$ cat src/design/scr_pkg.sv
package scr_pkg;

    // Fixed-point precision of linear light and of the output ratio.
    localparam int LUMA_FRAC_BITS  = 16;
    localparam int RATIO_FRAC_BITS = 8;

    localparam int COLOR_W   = 24;
    localparam int CHANNEL_W = 8;
    localparam int LIN_W     = LUMA_FRAC_BITS + 1;
    localparam int LUM_W     = LUMA_FRAC_BITS + 1;

    // Luminance weights in units of 1/10000, and the half-up rounding term.
    localparam int WEIGHT_W = 14;
    localparam logic [WEIGHT_W-1:0] WEIGHT_R  = WEIGHT_W'(2126);
    localparam logic [WEIGHT_W-1:0] WEIGHT_G  = WEIGHT_W'(7152);
    localparam logic [WEIGHT_W-1:0] WEIGHT_B  = WEIGHT_W'(722);
    localparam logic [WEIGHT_W-1:0] LUM_ROUND = WEIGHT_W'(5000);

    // Width of the weighted sum before the divide by 10000.
    localparam longint unsigned LUM_SUM_MAX =
        64'd10000 * (64'd1 << LUMA_FRAC_BITS) + 64'd5000;
    localparam int LUM_SUM_W = $clog2(LUM_SUM_MAX + 64'd1);

    // Reciprocal of 10000. The rounding error of the ceiling is below 2^14,
    // so the quotient is exact for every sum below 2^LUM_SUM_W.
    localparam int RECIP_SHIFT = LUM_SUM_W + 14;
    localparam longint unsigned RECIP_MUL =
        ((64'd1 << RECIP_SHIFT) + 64'd9999) / 64'd10000;
    localparam int RECIP_W = $clog2(RECIP_MUL + 64'd1);
    localparam int PROD_W  = LUM_SUM_W + RECIP_W;

    // Divider operand widths.
    localparam longint unsigned DEN_MAX = 64'd21 << LUMA_FRAC_BITS;
    localparam int DEN_W = $clog2(DEN_MAX + 64'd1);
    localparam longint unsigned NUM_MAX =
        (64'd21 << (LUMA_FRAC_BITS + RATIO_FRAC_BITS)) + (DEN_MAX >> 1);
    localparam int NUM_W  = $clog2(NUM_MAX + 64'd1);
    localparam int QUOT_W = RATIO_FRAC_BITS + 5;
    localparam int CMP_W  = DEN_W + QUOT_W;

    localparam logic [QUOT_W-1:0] RATIO_MIN = QUOT_W'(64'd1 << RATIO_FRAC_BITS);
    localparam logic [QUOT_W-1:0] RATIO_MAX = QUOT_W'(64'd21 << RATIO_FRAC_BITS);

    localparam longint unsigned Q31_ONE = 64'd1 << 31;

    typedef logic [LIN_W-1:0] lin_table_t [256];

    // Fifth power of a Q0.31 value, truncating after each product.
    function automatic longint unsigned pow5_q31(input longint unsigned y);
        longint unsigned y2;
        longint unsigned y4;
        y2 = (y * y) >> 31;
        y4 = (y2 * y2) >> 31;
        return (y4 * y) >> 31;
    endfunction

    // Linear light of each 8-bit sRGB code, in Q1.LUMA_FRAC_BITS.
    function automatic lin_table_t build_lin_table();
        lin_table_t      tbl;
        longint unsigned k;
        longint unsigned u;
        longint unsigned u2;
        longint unsigned lo;
        longint unsigned hi;
        longint unsigned mid;
        longint unsigned v;
        for (int idx = 0; idx < 256; idx++)
        begin
            k = longint'(idx);
            if (k <= 64'd10)
            begin
                tbl[idx] = LIN_W'(((64'd10 * k << LUMA_FRAC_BITS) + 64'd16473) / 64'd32946);
            end
            else
            begin
                u = (((64'd1000 * k + 64'd14025) << 31) + 64'd134512) / 64'd269025;
                if (u > Q31_ONE)
                begin
                    u = Q31_ONE;
                end
                u2 = (u * u) >> 31;
                // Bisection for the fifth root of u^2.
                lo = 64'd0;
                hi = Q31_ONE;
                for (int it = 0; it < 34; it++)
                begin
                    if (lo < hi)
                    begin
                        mid = (lo + hi + 64'd1) >> 1;
                        if (pow5_q31(mid) <= u2)
                        begin
                            lo = mid;
                        end
                        else
                        begin
                            hi = mid - 64'd1;
                        end
                    end
                end
                v = (u2 * lo) >> 31;
                tbl[idx] = LIN_W'(((v << LUMA_FRAC_BITS) + (64'd1 << 30)) >> 31);
            end
        end
        return tbl;
    endfunction

    localparam lin_table_t LIN_TABLE = build_lin_table();

endpackage

$ cat src/design/scr_divider.sv
module scr_divider (
    input  logic                        clk,
    input  logic                        rst_n,
    input  logic                        en,
    input  logic                        in_valid,
    input  logic [scr_pkg::NUM_W-1:0]   in_num,
    input  logic [scr_pkg::DEN_W-1:0]   in_den,
    output logic                        out_valid,
    output logic [scr_pkg::QUOT_W-1:0]  out_quot
);
    import scr_pkg::*;

    // One quotient bit per stage, most significant bit first.
    logic [QUOT_W-1:0] valid_reg;
    logic [NUM_W-1:0]  rem_reg  [QUOT_W];
    logic [DEN_W-1:0]  den_reg  [QUOT_W];
    logic [QUOT_W-1:0] quot_reg [QUOT_W];

    for (genvar i = 0; i < QUOT_W; i++)
    begin : g_stage
        localparam int BIT_POS = QUOT_W - 1 - i;

        logic              valid_in;
        logic [NUM_W-1:0]  rem_in;
        logic [DEN_W-1:0]  den_in;
        logic [QUOT_W-1:0] quot_in;
        logic [CMP_W-1:0]  den_shifted;
        logic [CMP_W-1:0]  rem_wide;
        logic              fits;
        logic [NUM_W-1:0]  rem_next;
        logic [QUOT_W-1:0] quot_next;

        // Operands come from the port for the first stage, else from the stage before.
        if (i == 0)
        begin : g_first
            assign valid_in = in_valid;
            assign rem_in   = in_num;
            assign den_in   = in_den;
            assign quot_in  = '0;
        end
        else
        begin : g_rest
            assign valid_in = valid_reg[i-1];
            assign rem_in   = rem_reg[i-1];
            assign den_in   = den_reg[i-1];
            assign quot_in  = quot_reg[i-1];
        end

        // Trial subtraction of the shifted divisor.
        assign den_shifted = CMP_W'(den_in) << BIT_POS;
        assign rem_wide    = CMP_W'(rem_in);
        assign fits        = rem_wide >= den_shifted;

        always_comb
        begin
            rem_next  = rem_in;
            quot_next = quot_in;
            if (fits)
            begin
                rem_next           = NUM_W'(rem_wide - den_shifted);
                quot_next[BIT_POS] = 1'b1;
            end
        end

        // Valid bit of this stage.
        always_ff @(posedge clk or negedge rst_n)
        begin
            if (!rst_n)
            begin
                valid_reg[i] <= 1'b0;
            end
            else if (en)
            begin
                valid_reg[i] <= valid_in;
            end
        end

        // Operands of this stage.
        always_ff @(posedge clk)
        begin
            if (en)
            begin
                rem_reg[i]  <= rem_next;
                den_reg[i]  <= den_in;
                quot_reg[i] <= quot_next;
            end
        end
    end

    assign out_valid = valid_reg[QUOT_W-1];
    assign out_quot  = quot_reg[QUOT_W-1];

endmodule
$ cat config.mk
export PLATFORM = sky130hd
export DESIGN_NAME = scr_divider
export DESIGN_NICKNAME = d
export VERILOG_FILES = /design/src/design/scr_pkg.sv /design/src/design/scr_divider.sv
export SDC_FILE = /design/constraint.sdc
export NUM_CORES = 1
export LEC_CHECK = 0
export BUFFER_PORTS_ARGS = -buffer_cell sky130_fd_sc_hd__buf_4
export CORE_ASPECT_RATIO = 1.25
export CORE_MARGIN = 10
export CORE_UTILIZATION = 50
export CTS_CLUSTER_SIZE = 28
export DETAILED_ROUTE_END_ITERATION = 8
export GPL_TIMING_DRIVEN = 0
export PLACE_DENSITY = 0.64
export SLEW_MARGIN = 20
export SYNTH_ARGS = -nofsm -noshare
export SYNTH_HDL_FRONTEND = slang
export SYNTH_SLANG_ARGS = --single-unit
$ cat constraint.sdc
create_clock -name clk -period 9.8 [get_ports clk]
set_input_delay 1.96 -clock clk [delete_from_list [all_inputs] [get_ports clk]]
set_output_delay 1.96 -clock clk [all_outputs]
set_load 0.005 [all_outputs]
==> results.tsv, run 1 <==
stage	metric	value	unit
setup_path	critical_path_arrival	5.73	ns
detailed_routing	drt_iter0_drc	1169	
clock_network	clockBufferDepth	3	
pwr	power_density	261	mW/mm2
clock_network	clk_latency	0.64	ns
detailed_routing	vias_per_cell	5.64	
pwr	p_leak	17.2	nW
grt	grt_max_degree	110	
detailed_routing	drt-total-wl	87600	um
detailed_routing	first_pass_iters	7	
pwr	ir_drop	0.173	mV
setup_path	crit_fanout	10	
logic_synthesis	ys_async_sr_fraction	1.85	%
timing	finalSetupTns	0	ns
logic_synthesis	synth_commonest_cells	edfxtp_1, inv_1, ha_1	
setup_path	critPathLaunchType	input pin	
place	place_hpwl	68500	um
finish	final_util	56.4	%
setup_path	path_common_cell	o21ai_0	
finish	largest_reg_flops	348	
detailed_routing	vias	24458	
grt	grt.total_usage	20.1	%
timing	worst_pin_slew	1.29	ns
place	finalWeightedCongestion	0.968	
timing	fin_crit	5.33	ns
logic_synthesis	syn_avg_cell_area	11.9	um2
timing	maxSlewViolCount	0	
logic_synthesis	synthDistinctLibCells	86	
setup_path	slowest_stage	a21oi_2	
logic_synthesis	synth_edf_count	691	
setup_path	required	10.19	ns
grt	antenna_found_initial	1	
setup_path	r2r_start	rem_reg[0][103]	
floorplan	die_w	265	um
place	portBuffers	67	
floorplan	dieArea	0.0866	mm2
floorplan	initial_core_util	50.4	%
logic_synthesis	syn-num-nets	3486	
worst_hold_path	hold_class	reg -> reg	
grt	grt-busiest-layer	met2	
timing	maxSlewHeadroom	13.5	%
worst_hold_path	worstHoldStart	quot_reg[1][44]	
detailed_routing	drcViolationCount	0	
clock_network	clk_pin_slew	0.06	ns
clock_network	cts_made_buffers	74	
logic_synthesis	synthCells	3157	
floorplan	dieHeight	326	um
detailed_routing	wl_per_cell	20.2	um
setup_path	cp_slowest_stage_delay	0.53	ns
pwr	totalPowerFinal	11.0	mW
clock_network	cts_tree	yes	
timing	grt_setup_unrepaired	no	
floorplan	core.rowCount	112	
timing	fin_skew	0.0198	ns
logic_synthesis	synth_top_area_share	55.2	%
finish	nets	3636	
logic_synthesis	yosys_register_bits	704	
timing	finalCritPeriodShare	54.4	%
logic_synthesis	ys.flop_type	edfxtp_1	
finish	areaGrowthSynthToFinish	12.0	%
timing	finalSetupViolCount	0	
grt	groute.layer.met1.usage	14.6	%
grt	overflow	0	
timing	fmax	0.187	GHz
grt	globalRouteMet3Util	2.41	%
floorplan	ios	68	
clock_network	htree_levels	3	
logic_synthesis	yosysSeqAreaShare	56.1	%
setup_path	setup.worst_path.start	in_den[1]	
detailed_routing	ant_nets	0	
floorplan	core-area	0.0746	mm2
clock_network	holdBufCountCts	0	
logic_synthesis	synth_area_leader_cell	edfxtp_1	
logic_synthesis	yosysMostFrequentCell	edfxtp_1	
clock_network	cts_sinks	704	
finish	fillerInstances	6091	
grt	grt_first_pass_wirelength	135000	um
logic_synthesis	synthTopCellsByArea	edfxtp_1, ha_1, inv_1	
outcome	status	complete, no violations	
job	cap_violations	0	
setup_path	r2r_slack	5.26	ns
grt	grt_pass1_vias	26434	
logic_synthesis	synth_area	0.0376	mm2
logic_synthesis	yosysWarnings	0	
setup_path	crit_chain	buf_4 > inv_1 > ha_1 > nor2b_1 > o21ai_0 > nand2b_1 > a21o_1 > a21oi_1 > o311ai_1 > a31oi_1 > o21ai_0 > a21oi_2 > inv_2 > buf_2 > mux2_2	
grt	met2_usage	43.4	%
clock_network	root_buffer	clkbuf_16	
finish	drive_above_1_share	10.9	%
clock_network	cts_setup_buffers	0	
timing	hold_viol	0	
finish	insertedDiodeCount	0	
setup_path	critPathKind	in -> reg	
setup_path	cp-end-kind	register	
clock_network	cts.repair.resized	0	
per-stage QoR:
stage | cells | setup WS, ns | hold slack (ns) | area [um2]
6_report | 4336 | 4.47 | 0.414 | 42100
2_1_floorplan | 3157 | 5.33 | 0.400 | 37600
3_5_place_dp | 4200 | 3.77 | 0.405 | 39500
4_1_cts | 4336 | 4.46 | 0.414 | 42100
5_1_grt | 4336 | 4.37 | 0.421 | 42100
3_3_place_gp | 4193 | 0.688 | 0.401 | 39300
power breakdown:
group / internal, mW / switching, mW
combinational: 1.55 / 2.14
sequential: 4.06 / 0.303
clock: 1.73 / 1.21
total: 7.34 / 3.65
cell type report:
class	count	area, um2	share of cell area [%]
flip-flops and latches	704	21100	50.1
multi-input cells	2053	14900	35.5
clock buffers	90	1970	4.69
inverters	334	1250	2.98
well taps	969	1210	2.88
repair buffers	74	703	1.67
clock inverters	46	623	1.48
plain buffers	66	303	0.720
critical path, delay by kind of cell:
| kind | cells | cell delay (ns) |
|---|---|---|
| adders and majority gates | 1 | 0.28 |
| AOI/OAI and AO/OA | 7 | 2.20 |
| muxes | 1 | 0.32 |
| and+or+nand+nor | 2 | 0.24 |
| buffers and inverters | 4 | 0.73 |
per-layer routing:
metal / part of all wire (%) / vias to the layer above
met5: 0 / -
met4: 8.6 / 0
met3: 2.5 / 331
met2: 60 / 583
met1: 29 / 11671
li1: - / 11873
path summary, 6_finish.rpt:
path	end	cells past startpoint
min in group asynchronous	out_valid	1
min reg2reg	quot_reg[1][57]	0
min	quot_reg[1][57]	0
max in group asynchronous	g_stage[2].valid_in	1
max	rem_reg[0][26]	15
max reg2reg	rem_reg[1][24]	12
kinds of logic (layout without fill, tap and decap cells):
| family | count (synthesis) | count (layout) | synth area share [%] |
|---|---|---|---|
| xor+xnor | 215 | 215 | 5.01 |
| buf+inv | 400 | 610 | 4.14 |
| fa+ha+maj | 275 | 275 | 9.40 |
| flops | 704 | 704 | 56.1 |
| mux | 123 | 123 | 3.71 |
| compound gates | 762 | 762 | 12.8 |
| simple gates | 678 | 678 | 8.82 |
cells in the final DEF (no fill, tap or decap), types with 25 or more instances in the layout:
master / n
mux2_2: 107
buf_4: 66
a21oi_1: 212
nand2b_1: 36
o21a_1: 26
clkbuf_16: 76
nor2_1: 146
xnor2_1: 114
nand3_1: 30
clkbuf_1: 48
nor2b_1: 42
a21o_1: 128
nand4_1: 50
nand2_1: 217
inv_1: 332
ha_1: 263
edfxtp_1: 691
o21ai_0: 200
a31oi_1: 26
nor4_1: 25
nor3_1: 49
xor2_1: 101
Power figures use the tool's default switching activity.
==> run 2, diff against run 1 <==
- PLACE_DENSITY: 0.64 -> 0.66
- clock period: 9.8 -> 4.4 ns (I/O delays scaled with it)
==> results.tsv, run 2 (same netlist as run 1, synthesis figures left out) <==
stage	metric	value	unit
timing	fmax	0.232	GHz
finish	areaGrowthSynthToFinish	11.7	%
floorplan	core.rowCount	112	
floorplan	dieArea	0.0866	mm2
place	placed_area	0.0395	mm2
finish	final_common_cell	edfxtp_1	
detailed_routing	drt_iter0_drc	1202	
timing	finalSetupTns	0	ns
clock_network	cts_made_buffers	73	
place	portBuffers	67	
setup_path	critPathKind	reg -> reg	
worst_hold_path	hold_class	in -> async	
clock_network	htree_levels	3	
detailed_routing	drcViolationCount	0	
clock_network	clockBufferDepth	3	
pwr	totalPowerFinal	24.3	mW
detailed_routing	vias_per_cell	5.62	
outcome	status	complete, no violations	
timing	fin_crit	4.31	ns
setup_path	crit_fanout	10	
detailed_routing	ant_nets	0	
place	post-place-ws	-0.380	ns
grt	grt_max_degree	109	
detailed_routing	drt-total-wl	88000	um
finish	nets	3635	
timing	worst_pin_slew	1.13	ns
clock_network	cts_tree	yes	
timing	maxSlewViolCount	0	
setup_path	required	4.73	ns
finish	insertedDiodeCount	0	
setup_path	critPathLaunchType	register	
clock_network	clk_latency	0.65	ns
floorplan	die_w	265	um
grt	overflow	0	
finish	final_cell_mix	edfxtp_1, inv_1, ha_1	
clock_network	holdBufCountCts	0	
timing	finalCritPeriodShare	97.9	%
floorplan	core-area	0.0746	mm2
clock_network	clk_pin_slew	0.06	ns
job	cap_violations	0	
setup_path	critical_path_arrival	4.63	ns
clock_network	cts_sinks	704	
pwr	ir_drop	0.362	mV
floorplan	dieHeight	326	um
pwr	p_leak	17.1	nW
finish	finalInstanceArea	0.0420	mm2
grt	grt.total_usage	20.3	%
grt	grt_pass1_vias	26503	
setup_path	cp-end-kind	register	
timing	hold_viol	0	
finish	drive_above_1_share	10.7	%
finish	layout.area.seq	0.0211	mm2
clock_network	root_buffer	clkbuf_16	
timing	maxSlewHeadroom	24.1	%
finish	largest_reg_flops	348	
finish	multi_input_area	0.0149	mm2
timing	finalWorstSetupSlack	0.0938	ns
grt	antenna_found_initial	0	
place	finalWeightedCongestion	0.957	
detailed_routing	vias	24312	
timing	finalSetupViolCount	0	
grt	grt_first_pass_wirelength	136000	um
finish	fillerInstances	6082	
detailed_routing	wl_per_cell	20.3	um
clock_network	cts_setup_buffers	0	
floorplan	initial_core_util	50.4	%
pwr	power_density	579	mW/mm2
detailed_routing	first_pass_iters	7	
timing	fin_skew	0.0515	ns
floorplan	ios	68	
place	place_hpwl	69400	um
[run 2: changes by cell type in the layout (fill, tap and decap cells not counted), moves of 2 or more]
cell	previous run	this run
clkbuf_8	2	0
clkinv_2	16	12
inv_6	2	0
clkbuf_16	76	74
[run 2: routing by layer]
metal	GRT usage, %	routed length [um]
met1	14.7	25200
met2	42.9	52100
met3	2.38	2270
met4	18.8	8410
met5	0	0
[run 2: layout make-up]
type,instances,share of cell area (%)
Sequential cell,704,50.2
Multi-Input combinational cell,2053,35.6
Clock buffer,87,4.53
Inverter,334,2.99
Tap cell,969,2.89
Timing Repair Buffer,74,1.68
Clock inverter,42,1.37
Buffer,66,0.721
[run 2: through the flow]
stage	std cells	hold WS (ns)	utilization (%)
floorplan	3157	0.400	-
global placement	4193	0.400	52.7
detailed placement	4200	0.405	53.0
CTS	4329	0.0459	56.3
global route	4329	0.0703	56.3
finish	4329	0.0827	56.3
[run 2: path summary, 6_finish.rpt]
| check | from | end | slack (ns) | cells past startpoint |
|---|---|---|---|---|
| min reg2reg | quot_reg[1][19] | quot_reg[1][32] | 0.41 | 0 |
| max | rem_reg[1][9] | rem_reg[1][56] | 0.09 | 10 |
| min | rst_n | g_stage[11].valid_in | 0.08 | 1 |
| max in group asynchronous | rst_n | g_stage[6].valid_in | 4.16 | 1 |
| min in group clk | quot_reg[1][19] | quot_reg[1][32] | 0.41 | 0 |
| max reg2reg | rem_reg[1][9] | rem_reg[1][56] | 0.09 | 10 |
[run 2: what timing repair did]
| action | in CTS | in global routing |
|---|---|---|
| resized for setup | 1 | 3 |
| setup endpoints to repair | 7 | 34 |
| hold endpoints to repair | 0 | 0 |
[run 2: worst max-delay path: stages, from the launching register on]
cell and delay (ns):
edfxtp_1 0.42, ha_1 0.38, nor2b_1 0.17, o31ai_1 0.42, a21oi_1 0.26, a32oi_1 0.30, a211o_1 0.30, a2111oi_2 0.13
a2111oi_4 0.68, clkbuf_1 0.62, o21ai_0 0.30
[run 2: power breakdown]
part,internal [mW],leakage (nW),switching [mW]
Clock,3.67,1.19,2.67
Sequential,9.05,6.88,0.664
Combinational,3.46,9.03,4.79
Total,16.2,17.1,8.13
